### config.mk
export PLATFORM = sky130hd
export DESIGN_NAME = greedy_coin_change_core
export DESIGN_NICKNAME = d
export VERILOG_FILES = /design/src/sv/gcc_pkg.sv /design/src/sv/gcc_seq.sv /design/src/sv/gcc_dpath.sv /design/src/sv/greedy_coin_change_core.sv
export SDC_FILE = /design/constraint.sdc
export NUM_CORES = 1
export LEC_CHECK = 0
export BUFFER_PORTS_ARGS = -buffer_cell sky130_fd_sc_hd__buf_2
export CORE_ASPECT_RATIO = 1.2
export CORE_MARGIN = 4
export CORE_UTILIZATION = 55
export CTS_CLUSTER_SIZE = 12
export DETAILED_ROUTE_END_ITERATION = 10
export MAX_ROUTING_LAYER = met4
export PLACE_DENSITY_LB_ADDON = 0.08
export SYNTH_ARGS = -nofsm -noshare
export SYNTH_HDL_FRONTEND = slang
export SYNTH_SLANG_ARGS = --single-unit
### constraint.sdc
create_clock -name clk -period 7.95 [get_ports clk]
set_clock_uncertainty 0.15 [all_clocks]
set_input_delay 1.59 -clock clk [delete_from_list [all_inputs] [get_ports clk]]
set_output_delay 1.59 -clock clk [all_outputs]
set_load 0.02 [all_outputs]
### src/sv/gcc_pkg.sv
// ----------------------------------------------------------------------------
// gcc_pkg
// Shared types, register indexes and the control program of the greedy
// coin change core.
// ----------------------------------------------------------------------------
package gcc_pkg;

	// Register file layout and reset contents
	localparam int unsigned NUM_COINS_MAX = 6;
	localparam int unsigned COIN_W        = 16;
	localparam int unsigned CNT_W         = 16;
	localparam int unsigned IDX_W         = 3;

	localparam logic [IDX_W-1:0] REG_COIN_0 = 3'd0;
	localparam logic [IDX_W-1:0] REG_DENOMS = 3'd6;

	localparam logic [IDX_W-1:0] DENOMS_RESET = 3'd6;

	localparam logic [NUM_COINS_MAX-1:0][COIN_W-1:0] COIN_RESET = {
		16'd100, 16'd50, 16'd25, 16'd10, 16'd5, 16'd1
	};

	// Output beat layout: index, count, total, zero fill to whole bytes
	localparam int unsigned OUT_BITS = IDX_W + CNT_W + CNT_W;
	localparam int unsigned OUT_W    = ((OUT_BITS + 7) / 8) * 8;

	// Sequencer step addresses
	typedef logic [2:0] step_t;

	localparam step_t STEP_IDLE     = 3'd0;
	localparam step_t STEP_DIV_INIT = 3'd1;
	localparam step_t STEP_DIV_STEP = 3'd2;
	localparam step_t STEP_WAIT_OUT = 3'd3;
	localparam step_t STEP_EMIT     = 3'd4;
	localparam step_t STEP_DONE     = 3'd5;

	// Jump conditions: taken means go to target, else fall to the next step
	typedef enum logic [2:0] {
		COND_NEVER,
		COND_ALWAYS,
		COND_NO_INPUT,
		COND_DIV_BUSY,
		COND_OUT_FULL,
		COND_MORE
	} cond_t;

	// One microcode word
	typedef struct packed {
		logic  in_ready;
		logic  div_init;
		logic  div_step;
		logic  emit;
		cond_t cond;
		step_t target;
	} ctl_word_t;

	// Datapath flags seen by the sequencer
	typedef struct packed {
		logic div_busy;
		logic out_full;
		logic more;
	} dp_status_t;

	// Control program
	function automatic ctl_word_t ucode_rom(input step_t step);
		ctl_word_t w;
		w = '{in_ready: 1'b0, div_init: 1'b0, div_step: 1'b0, emit: 1'b0,
			cond: COND_ALWAYS, target: STEP_IDLE};
		unique case (step)
			STEP_IDLE: begin
				w.in_ready = 1'b1;
				w.cond     = COND_NO_INPUT;
				w.target   = STEP_IDLE;
			end
			STEP_DIV_INIT: begin
				w.div_init = 1'b1;
				w.cond     = COND_NEVER;
			end
			STEP_DIV_STEP: begin
				w.div_step = 1'b1;
				w.cond     = COND_DIV_BUSY;
				w.target   = STEP_DIV_STEP;
			end
			STEP_WAIT_OUT: begin
				w.cond   = COND_OUT_FULL;
				w.target = STEP_WAIT_OUT;
			end
			STEP_EMIT: begin
				w.emit   = 1'b1;
				w.cond   = COND_MORE;
				w.target = STEP_DIV_INIT;
			end
			STEP_DONE: begin
				w.cond   = COND_ALWAYS;
				w.target = STEP_IDLE;
			end
			default: begin
				w.cond   = COND_ALWAYS;
				w.target = STEP_IDLE;
			end
		endcase
		return w;
	endfunction

endpackage

### src/sv/gcc_seq.sv
// ----------------------------------------------------------------------------
// gcc_seq
// Step counter and control store; issues one control word per cycle and
// resolves conditional jumps from datapath flags.
// ----------------------------------------------------------------------------
module gcc_seq (
	input  logic                  clk,
	input  logic                  arst_n,
	input  logic                  in_valid,
	input  gcc_pkg::dp_status_t   status,
	output gcc_pkg::ctl_word_t    ctl
);

	gcc_pkg::step_t step_q;
	gcc_pkg::step_t step_d;
	logic           taken;

	// Fetch the current word
	assign ctl = gcc_pkg::ucode_rom(step_q);

	// Evaluate the jump condition
	always_comb begin
		unique case (ctl.cond)
			gcc_pkg::COND_NEVER:    taken = 1'b0;
			gcc_pkg::COND_ALWAYS:   taken = 1'b1;
			gcc_pkg::COND_NO_INPUT: taken = !in_valid;
			gcc_pkg::COND_DIV_BUSY: taken = status.div_busy;
			gcc_pkg::COND_OUT_FULL: taken = status.out_full;
			gcc_pkg::COND_MORE:     taken = status.more;
			default:                taken = 1'b1;
		endcase
	end

	assign step_d = taken ? ctl.target : gcc_pkg::step_t'(step_q + 3'd1);

	// Advance the step counter
	always_ff @(posedge clk or negedge arst_n) begin
		if (!arst_n) begin
			step_q <= gcc_pkg::STEP_IDLE;
		end else begin
			step_q <= step_d;
		end
	end

endmodule

### src/sv/gcc_dpath.sv
// ----------------------------------------------------------------------------
// gcc_dpath
// Running remainder, bit-serial restoring divider, coin totals and the
// output register.
// ----------------------------------------------------------------------------
module gcc_dpath #(
	parameter int unsigned MAX_DENOMS  = 6,
	parameter int unsigned AMOUNT_BITS = 16
) (
	input  logic                                     clk,
	input  logic                                     arst_n,
	input  gcc_pkg::ctl_word_t                       ctl,
	input  logic                                     in_valid,
	input  logic [15:0]                              pay_amount,
	input  logic [MAX_DENOMS-1:0][gcc_pkg::COIN_W-1:0] coin_values,
	input  logic [gcc_pkg::IDX_W-1:0]                denoms,
	input  logic                                     out_ready,
	output gcc_pkg::dp_status_t                      status,
	output logic                                     out_valid,
	output logic [gcc_pkg::IDX_W-1:0]                out_index,
	output logic [gcc_pkg::CNT_W-1:0]                out_count,
	output logic [gcc_pkg::CNT_W-1:0]                out_total,
	output logic                                     out_last
);

	localparam int unsigned AB   = AMOUNT_BITS;
	localparam int unsigned KW   = (MAX_DENOMS > 1) ? $clog2(MAX_DENOMS) : 1;
	localparam int unsigned CW   = $clog2(AB);
	localparam int unsigned CV_W = gcc_pkg::COIN_W;

	logic [AB-1:0]   rem_q;
	logic [AB-1:0]   total_q;
	logic [AB-1:0]   quo_q;
	logic [CV_W-1:0] part_q;
	logic [CW-1:0]   div_cnt_q;
	logic [KW-1:0]   k_q;

	logic                         out_valid_q;
	logic [gcc_pkg::IDX_W-1:0]    out_index_q;
	logic [gcc_pkg::CNT_W-1:0]    out_count_q;
	logic [gcc_pkg::CNT_W-1:0]    out_total_q;
	logic                         out_last_q;

	logic [gcc_pkg::IDX_W-1:0] n_eff;
	logic [KW-1:0]             k_start;
	logic [CV_W-1:0]           coin_v;
	logic                      coin_zero;
	logic [CV_W:0]             trial;
	logic                      ge;
	logic [CV_W-1:0]           part_d;
	logic [AB-1:0]             cnt;
	logic [AB-1:0]             total_d;
	logic [gcc_pkg::CNT_W-1:0] cnt_sat;
	logic [gcc_pkg::CNT_W-1:0] total_sat;
	logic                      ld_item;
	logic                      out_full;
	logic                      last_denom;

	// Clamp the denomination count to 1..MAX_DENOMS
	always_comb begin
		n_eff = denoms;
		if (denoms == '0) begin
			n_eff = gcc_pkg::IDX_W'(1);
		end else if (denoms > gcc_pkg::IDX_W'(MAX_DENOMS)) begin
			n_eff = gcc_pkg::IDX_W'(MAX_DENOMS);
		end
	end
	assign k_start = KW'(n_eff - gcc_pkg::IDX_W'(1));

	assign coin_v    = coin_values[k_q];
	assign coin_zero = (coin_v == '0);

	// One restoring division step: shift in the next dividend bit
	assign trial  = {part_q, quo_q[AB-1]};
	assign ge     = (trial >= {1'b0, coin_v});
	assign part_d = ge ? CV_W'(trial - {1'b0, coin_v}) : trial[CV_W-1:0];

	// A zero coin counts nothing and leaves the remainder alone
	assign cnt     = coin_zero ? '0 : quo_q;
	assign total_d = total_q + cnt;

	// Saturate counts to the output field
	if (AB > gcc_pkg::CNT_W) begin : g_sat
		assign cnt_sat   = (|cnt[AB-1:gcc_pkg::CNT_W]) ? '1 : cnt[gcc_pkg::CNT_W-1:0];
		assign total_sat = (|total_d[AB-1:gcc_pkg::CNT_W]) ? '1
			: total_d[gcc_pkg::CNT_W-1:0];
	end else begin : g_nosat
		assign cnt_sat   = gcc_pkg::CNT_W'(cnt);
		assign total_sat = gcc_pkg::CNT_W'(total_d);
	end

	assign ld_item    = ctl.in_ready && in_valid;
	assign out_full   = out_valid_q && !out_ready;
	assign last_denom = (k_q == '0);

	assign status.div_busy = (div_cnt_q != '0);
	assign status.out_full = out_full;
	assign status.more     = !last_denom;

	// Remainder, totals and denomination index
	always_ff @(posedge clk) begin
		if (ld_item) begin
			rem_q   <= AB'(pay_amount);
			total_q <= '0;
			k_q     <= k_start;
		end else if (ctl.emit) begin
			rem_q   <= coin_zero ? rem_q : AB'(part_q);
			total_q <= total_d;
			if (!last_denom) begin
				k_q <= k_q - KW'(1);
			end
		end
	end

	// Divider registers: load dividend, then one bit a cycle
	always_ff @(posedge clk) begin
		if (ctl.div_init) begin
			quo_q     <= rem_q;
			part_q    <= '0;
			div_cnt_q <= CW'(AB - 1);
		end else if (ctl.div_step) begin
			quo_q  <= {quo_q[AB-2:0], ge};
			part_q <= part_d;
			if (div_cnt_q != '0) begin
				div_cnt_q <= div_cnt_q - CW'(1);
			end
		end
	end

	// Output register valid
	always_ff @(posedge clk or negedge arst_n) begin
		if (!arst_n) begin
			out_valid_q <= 1'b0;
		end else if (ctl.emit) begin
			out_valid_q <= 1'b1;
		end else if (out_ready) begin
			out_valid_q <= 1'b0;
		end
	end

	// Output register payload
	always_ff @(posedge clk) begin
		if (ctl.emit) begin
			out_index_q <= gcc_pkg::IDX_W'(k_q);
			out_count_q <= cnt_sat;
			out_total_q <= last_denom ? total_sat : '0;
			out_last_q  <= last_denom;
		end
	end

	assign out_valid = out_valid_q;
	assign out_index = out_index_q;
	assign out_count = out_count_q;
	assign out_total = out_total_q;
	assign out_last  = out_last_q;

	// Never overwrite a beat that is still waiting
	a_no_overwrite: assert property (@(posedge clk) disable iff (!arst_n)
		ctl.emit |-> !out_full)
		else $error("result written over a pending beat");

	// The last beat reports index 0
	a_last_index: assert property (@(posedge clk) disable iff (!arst_n)
		(out_valid_q && out_last_q) |-> (out_index_q == '0))
		else $error("last beat not at index 0");

	// Totals appear only on the last beat
	a_total_last: assert property (@(posedge clk) disable iff (!arst_n)
		(out_valid_q && !out_last_q) |-> (out_total_q == '0))
		else $error("total on a beat that is not last");

	// Items are taken only while the divider is idle
	a_load_idle: assert property (@(posedge clk) disable iff (!arst_n)
		ld_item |-> (!ctl.div_step && !ctl.emit))
		else $error("item taken while busy");

endmodule

### src/sv/greedy_coin_change_core.sv
// ----------------------------------------------------------------------------
// greedy_coin_change_core
// Greedy coin change: splits an amount into coins, largest denomination
// first, one result beat per denomination in use.
// ----------------------------------------------------------------------------
// An amount taken on the slave stream produces one beat per denomination in
// use, from the highest index down to index 0; the index-0 beat carries
// tlast and the total coin count. Each denomination costs one restoring
// division step per amount bit plus three control steps, one of which
// waits while the output register is still full. A new amount is taken
// while the final beat still waits in the output register. Write the
// coin registers only while the core is idle.
module greedy_coin_change_core #(
	parameter int unsigned MAX_DENOMS  = 6,
	parameter int unsigned AMOUNT_BITS = 16
) (
	input  logic                        clk,
	input  logic                        arst_n,
	// slave stream
	input  logic                        s_tvalid,
	output logic                        s_tready,
	input  logic [15:0]                 s_tdata,   // [15:0] pay_amount
	// master stream
	output logic                        m_tvalid,
	input  logic                        m_tready,
	output logic [gcc_pkg::OUT_W-1:0]   m_tdata,   // [2:0] denom_index,
	                                               // [18:3] coin_count,
	                                               // [34:19] total_coins, zero fill
	output logic                        m_tlast,   // is_last
	// configuration
	input  logic                        cfg_we,
	input  logic [gcc_pkg::IDX_W-1:0]   cfg_index,
	input  logic [gcc_pkg::COIN_W-1:0]  cfg_data
);

	logic [MAX_DENOMS-1:0][gcc_pkg::COIN_W-1:0] coin_value_q;
	logic [gcc_pkg::IDX_W-1:0]                   denoms_q;

	gcc_pkg::ctl_word_t  ctl;
	gcc_pkg::dp_status_t status;

	logic [gcc_pkg::IDX_W-1:0] out_index;
	logic [gcc_pkg::CNT_W-1:0] out_count;
	logic [gcc_pkg::CNT_W-1:0] out_total;

	// Coin value registers; indexes past MAX_DENOMS are dropped
	for (genvar i = 0; i < MAX_DENOMS; i++) begin : g_coin
		always_ff @(posedge clk or negedge arst_n) begin
			if (!arst_n) begin
				coin_value_q[i] <= gcc_pkg::COIN_RESET[i];
			end else if (cfg_we &&
				cfg_index == gcc_pkg::IDX_W'(gcc_pkg::REG_COIN_0 + i)) begin
				coin_value_q[i] <= cfg_data;
			end
		end
	end

	// Denomination count register
	always_ff @(posedge clk or negedge arst_n) begin
		if (!arst_n) begin
			denoms_q <= gcc_pkg::DENOMS_RESET;
		end else if (cfg_we && cfg_index == gcc_pkg::REG_DENOMS) begin
			denoms_q <= cfg_data[gcc_pkg::IDX_W-1:0];
		end
	end

	gcc_seq u_seq (
		.clk      (clk),
		.arst_n   (arst_n),
		.in_valid (s_tvalid),
		.status   (status),
		.ctl      (ctl)
	);

	gcc_dpath #(
		.MAX_DENOMS  (MAX_DENOMS),
		.AMOUNT_BITS (AMOUNT_BITS)
	) u_dpath (
		.clk         (clk),
		.arst_n      (arst_n),
		.ctl         (ctl),
		.in_valid    (s_tvalid),
		.pay_amount  (s_tdata),
		.coin_values (coin_value_q),
		.denoms      (denoms_q),
		.out_ready   (m_tready),
		.status      (status),
		.out_valid   (m_tvalid),
		.out_index   (out_index),
		.out_count   (out_count),
		.out_total   (out_total),
		.out_last    (m_tlast)
	);

	assign s_tready = ctl.in_ready;
	assign m_tdata  = gcc_pkg::OUT_W'({out_total, out_count, out_index});

endmodule
### After elaboration in Yosys (flattened, before gate mapping)

Index checks and enable logic that the tools add are counted.

| storage, ports and cells | value |
|---|---|
| bits in registers | 210 |
| input bits | 40 |
| output and inout bits | 43 |

| operators by class | value |
|---|---|
| add/subtract/negate cells | 6 |
| $lt $le $gt $ge | 3 |
| eq/ne operators | 16 |
| muxes and demuxes | 24 |
| reduce and logical (&&, ||, !) cells | 25 |

Operators by type and width:

| kind | number |
|---|---|
| 16-bit two-way mux | 8 |
| 16-bit binary-select mux with 3-bit select | 1 |
| 3-bit by 2-bit == test with 1-bit output (second input constant) | 6 |
| 3-bit == test (second input constant) | 6 |
| 3-bit two-way mux | 6 |
| 17-bit by 16-bit greater-or-equal comparator with 1-bit output | 1 |
| 16-bit adder | 1 |
| 16-bit logical NOT | 1 |
| 16-bit subtractor | 1 |
| 3-bit logical NOT | 5 |
| 3-bit one-hot mux with 5 select lines | 1 |
| 1-bit logical AND | 9 |
| 3-bit by 1-bit == test with 1-bit output (second input constant) | 2 |
| 1-bit two-way mux | 6 |
| 2-bit one-hot mux with 3 select lines | 1 |
| 2-bit AND reduction | 3 |
| 2-bit nonzero test | 3 |
| 3-bit by 1-bit subtractor with 3-bit output (second input constant) | 2 |
| 1-bit one-hot mux with 5 select lines | 1 |
| 3-bit by 4-bit less-than comparator with 1-bit output (second input constant) | 1 |
| 4-bit nonzero test | 1 |
| 4-bit by 1-bit subtractor with 4-bit output (second input constant) | 1 |
| 3-bit by 1-bit adder with 3-bit output (second input constant) | 1 |
| 3-bit greater-than comparator (second input constant) | 1 |
| 3 further kinds | 5 |

### Longest topological paths before layout

| logic depth | value |
|---|---|
| depth after elaboration | 6 |
| mapped depth | 22 |
| mapped depth without buffers | 17 |

### By module

From an unflattened synthesis, not the netlist that was laid out.

| unflattened totals | value |
|---|---|
| cell total of the unflattened synthesis | 886 |
| area, all modules | 11003.1 sq um |

By module, submodules not included:

| module | instances | cells an instance | area each (sq um) | seq. area each (sq um) |
|---|---|---|---|---|
| gcc_dpath | 1 | 631 | 6721.4 | 2877.8 |
| greedy_coin_change_core | 1 | 221 | 3970.1 | 2497.4 |
| gcc_seq | 1 | 34 | 311.5 | 75.1 |

### Worst setup path before layout

No wires, ideal clock.

| timing | value |
|---|---|
| path type | register to register |
| start | register u_dpath.k_q[1] |
| end | register u_dpath.total_q[15] |
| setup time | 0.071 ns |
| arrival | 4.111 ns |
| required time | 7.729 ns |
| slack | 3.618 ns |
| stages on the path, launching flop included | 18 |
| clock period less this slack | 4.332 ns |
| path through | edfxtp_1 -> buf_2 -> clkbuf_1 -> mux4_2 -> a21oi_1 -> nand4_1 -> or3_1 -> buf_2 -> clkbuf_1 -> and2_1 -> ha_1 -> a21o_1 -> a21o_1 -> a21oi_1 -> a31oi_1 -> and3_4 -> or4_1 -> a21oi_1 |

| on the way | value |
|---|---|
| word-level cells in the longest chain between the ends | 5 |

RTL lines:

| item | RTL line | RTL |
|---|---|---|
| start, declared | gcc_dpath.sv:36 | `logic [KW-1:0] k_q;` |
| start signal, assigned | gcc_dpath.sv:105 | `k_q <= k_start;` |
| start signal, assigned | gcc_dpath.sv:110 | `k_q <= k_q - KW'(1);` |
| 16-bit binary-select mux with 3-bit select | gcc_dpath.sv:70 | `assign coin_v = coin_values[k_q];` |
| 16-bit two-way mux (not written as such) | gcc_dpath.sv:70 |  |
| 16-bit logical NOT | gcc_dpath.sv:71 | `assign coin_zero = (coin_v == '0);` |
| 16-bit two-way mux | gcc_dpath.sv:79 | `assign cnt = coin_zero ? '0 : quo_q;` |
| net u_dpath.cnt[10] | gcc_dpath.sv:51 | `logic [AB-1:0] cnt;` |
| 16-bit adder | gcc_dpath.sv:80 | `assign total_d = total_q + cnt;` |
| end signal, assigned | gcc_dpath.sv:108 | `total_q <= total_d;` |
| end, declared | gcc_dpath.sv:32 | `logic [AB-1:0] total_q;` |

The timed path passes the listed nets, and every way through them passes these cells. The select of a mux whose other input is x is not followed.
A chain may end at the register's enable or synchronous reset.

### Worst setup path after layout

| timing | value |
|---|---|
| start | register u_dpath.k_q[0] |
| end | register u_dpath.out_total_q, in the netlist u_dpath.out_total[10] (data pin) |

| on the way | value |
|---|---|
| word-level cells in the longest chain between the ends | 5 |
| elaborated cells between the ends (all ways) | 6 |

RTL lines:

| item | RTL line | RTL |
|---|---|---|
| 16-bit binary-select mux with 3-bit select | gcc_dpath.sv:70 |  |
| 16-bit two-way mux (not written as such) | gcc_dpath.sv:70 |  |
| 16-bit logical NOT | gcc_dpath.sv:71 |  |
| 16-bit two-way mux | gcc_dpath.sv:79 |  |
| net u_dpath.cnt[0] | gcc_dpath.sv:51 |  |
| 16-bit adder | gcc_dpath.sv:80 |  |
| end signal, assigned | gcc_dpath.sv:146 | `out_total_q <= last_denom ? total_sat : '0;` |
| end, declared | gcc_dpath.sv:41 | `logic [gcc_pkg::CNT_W-1:0] out_total_q;` |

The timed path passes the listed nets, and every way through them passes these cells. The select of a mux whose other input is x is not followed.

==> impl_metrics.env <==
export IMPL_reg2reg_slack_ps=2720
export IMPL_overflow=0
export IMPL_p_sw_share_pct=37.5
export IMPL_power_internal_mw=2.97
export IMPL_cp_cell_sequence="buf_4 > mux4_1 > a2bb2oi_1 > and4_1 > nand4_1 > or3_1 > and2_1 > ha_1 > inv_1 > fa_1 > nor2b_1 > o21a_1 > o21ai_0 > a21oi_1 > a21oi_1 > o21ai_0 > xnor2_1 > nor2_1"
export IMPL_antenna_cells=0
export IMPL_power_total_mw=4.76
export IMPL_synth_top_area_share_pct=20.7
export IMPL_layout_nets=1079
export IMPL_max_clock_path_buffers=3
export IMPL_cts_resized=0
export IMPL_synth_mux_area_fraction_pct=17.0
export IMPL_crit_family="compound AO/OA/AOI/OAI gates"
export IMPL_hpwl_mm=16.2
export IMPL_die_area_um2=21400
export IMPL_crit_buf_inv=2
export IMPL_io_pins=83
export IMPL_area_growth_pct=12.5
export IMPL_startpoint="u_dpath.k_q[0]"
export IMPL_slew_headroom_pct=26.7
export IMPL_port_buffers=77
export IMPL_netlist_instances=929
export IMPL_synth_flop_cell="dfrtp_1"
export IMPL_ys_types=61
export IMPL_power_leakage_nw=5.10
export IMPL_cp_slowest_cell="mux4_1"
export IMPL_final_layout_size_suffix_gt1_share_pct=25.2
export IMPL_fin_crit_ps=5230
export IMPL_dr_total_vias=7052
export IMPL_start_util_pct=55.8
export IMPL_postCtsHoldBufs=0
export IMPL_fin_crit_sh_pct=65.8
export IMPL_comb_power_share_pct=44.0
export IMPL_layout_common_cells="136 x nand2_1, 102 x mux2_2, 87 x dfrtp_1"
export IMPL_cts_tree="yes"
export IMPL_regToRegStartpoint="u_dpath.k_q[0]"
export IMPL_clk_latency_ps=510
export IMPL_max_stage_delay_ps=630
export IMPL_power_per_cell_area_nw_per_um2=402
export IMPL_htree_levels=1
export IMPL_firstDrtPassIters=5
export IMPL_finalSetupViolations=0
export IMPL_drt_wl_total_mm=22.4
export IMPL_globalplace_congestion=0.923
export IMPL_p_switching_mw=1.78
export IMPL_antenna_left=0
export IMPL_crit_arrival_ps=5300
export IMPL_cp_end_kind="register"
export IMPL_synth_simple_area_share_pct=12.4
export IMPL_yosysSeqAreaShare_pct=51.8
export IMPL_syn_area_per_cell_um2=11.3
export IMPL_grt_pass1_wl_mm=36.9
export IMPL_via_per_inst=5.55
export IMPL_synth_edf_count=71
export IMPL_drv_cap=0
export IMPL_worstMarginPinSlew_ps=1100
export IMPL_final_common_cell="nand2_1"
export IMPL_postCtsSetupRepairBufs=0
export IMPL_synth_warnings=0
export IMPL_synthAdderAreaFrac_pct=4.78
export IMPL_hold_start="u_dpath.total_q[0]"
export IMPL_die_w_um=134
export IMPL_cts_buffers=22
export IMPL_hold_viol=0
export IMPL_setup_tns_final_ps=0
export IMPL_p_seq_share_pct=35.4
export IMPL_synthArstFlopShare_pct=49.0
export IMPL_synth_area_leader_cell="dfrtp_1"
export IMPL_required_ps=8020
export IMPL_synth_top_family_by_area="multiplexers"
export IMPL_cp_start_kind="register"
export IMPL_synth_xor_area_share_pct=2.33
export IMPL_cp_max_fo=33
export IMPL_synth_compound_gate_area_share_pct=8.58
export IMPL_clk_pin_slew_ps=60
export IMPL_clock_fmax_ghz=0.191
export IMPL_netlist_area_um2=10500
export IMPL_ys_ff_latch=210
export IMPL_wire_per_inst_um=17.6
export IMPL_drc=0
export IMPL_rows=55
export IMPL_synth_area_leaders="dfrtp_1 21%, edfxtp_1 20%, mux2_2 11%"
export IMPL_power_share_clock_pct=20.6
export IMPL_rsz0062_at_grt="no"
export IMPL_coreArea_um2=18900
export IMPL_slew_viol_final=0
export IMPL_peakVddDrop_v=0.000228
export IMPL_antenna_found_initial=0
export IMPL_status="completed"
export IMPL_track_usage_pct=21.8
export IMPL_drt_iter0_markers=342
export IMPL_first_global_vias=7152
export IMPL_multi_input_area_um2=4790
export IMPL_hold_path_class="register to register"
export IMPL_grt_max_degree=76
export IMPL_regArea_um2=5450
export IMPL_fillers=1599
export IMPL_clock_sinks=210
export IMPL_crit_type="register to register"
export IMPL_die_h_um=159
export IMPL_clock_tree_root_cell="clkbuf_16"
==> worst reg2reg max path, cell delays in order, from the launching register on <==
cell and delay (ps):
edfxtp_1 330, buf_4 450, mux4_1 650, a2bb2oi_1 250
and4_1 230, nand4_1 110, or3_1 590, and2_1 300
ha_1 190, inv_1 70, fa_1 210, nor2b_1 60
o21a_1 170, o21ai_0 380, a21oi_1 120, a21oi_1 270
o21ai_0 210, xnor2_1 170, nor2_1 60
==> metrics by stage <==
step | instances | utilization [%] | hold slack, ps | area (um^2) | setup WS [ps]
4_1_cts | 1271 | 62.7 | 313 | 11800 | 2660
2_1_floorplan | 933 | - | 273 | 10500 | 3620
5_1_grt | 1271 | 62.7 | 353 | 11800 | 2320
3_5_place_dp | 1232 | 59.1 | 302 | 11100 | 2690
6_report | 1271 | 62.7 | 311 | 11800 | 2720
3_3_place_gp | 1232 | 59.1 | 285 | 11100 | 2810
==> registers in the layout, indices dropped and copies added (netlist names) <==
register           count
u_dpath.out_valid      1
u_dpath.out_last       1
u_dpath.rem_q         16
u_dpath.quo_q         16
u_dpath.div_cnt_q      4
u_dpath.out_total     16
u_dpath.total_q       16
u_dpath.k_q            3
u_seq.step_q           3
u_dpath.part_q        16
u_dpath.out_index      3
denoms_q               3
coin_value_q          96
u_dpath.out_count     16
==> layout make-up <==
cell class	instances	share of cell area, %
clock inverters	2	0.0846
well taps	256	2.71
inverters	22	0.698
clock buffers	37	5.74
flip-flops and latches	210	46.1
repair buffers	92	4.23
multi-input cells	652	40.5
==> metal layers <==
metal / share of wire (%) / track usage, % / vias to the layer above / wire, um
li1: - / - / 3456 / -
met1: 41 / 26.2 / 3361 / 9250
met2: 51 / 37.5 / 179 / 11400
met3: 4.2 / 2.81 / 56 / 940
met4: 3.6 / 7.87 / 0 / 806
met5: 0 / - / - / 0
==> worst paths after layout <==
| check | end | depth (start not counted) |
|---|---|---|
| worst max-delay path | u_dpath.out_total[10] | 18 |
| worst min-delay path | u_dpath.total_q[0] | 2 |
| worst max register to register | u_dpath.out_total[10] | 18 |
| worst min register to register | u_dpath.total_q[0] | 2 |
| max in group asynchronous | coin_value_q[29] | 2 |
| min in group asynchronous | coin_value_q[2] | 1 |
==> power groups by stage <==
stage	Clock [mW]	Combinational (mW)	Sequential, mW
floorplan	0	1.65	1.64
global placement	0	2.07	1.70
detailed placement	0	2.09	1.70
CTS	1.00	2.11	1.68
global route	1.05	2.36	1.72
finish	0.980	2.09	1.68
==> cells in the mapped netlist (12+ instances only) <==
cell        n
nand2_1   136
dfxtp_1    36
xnor2_1    17
dfstp_2    16
o21ai_0    35
nor3_1     12
ha_1       37
and2_1     19
a21oi_1    41
edfxtp_1   71
dfrtp_1    87
clkbuf_1   34
inv_1      21
mux2_2    102
nor2_1     57
mux2i_1    40
==> kinds of logic after synthesis <==
kind of cell	after synthesis
other	1
buffers and inverters	71
multiplexers	152
flip-flops	210
AND/OR/NAND/NOR	286
AO/OA/AOI/OAI	142
adder cells (fa/ha/maj)	39
XOR/XNOR	28
No activity file was read; power rests on OpenSTA's default activity.
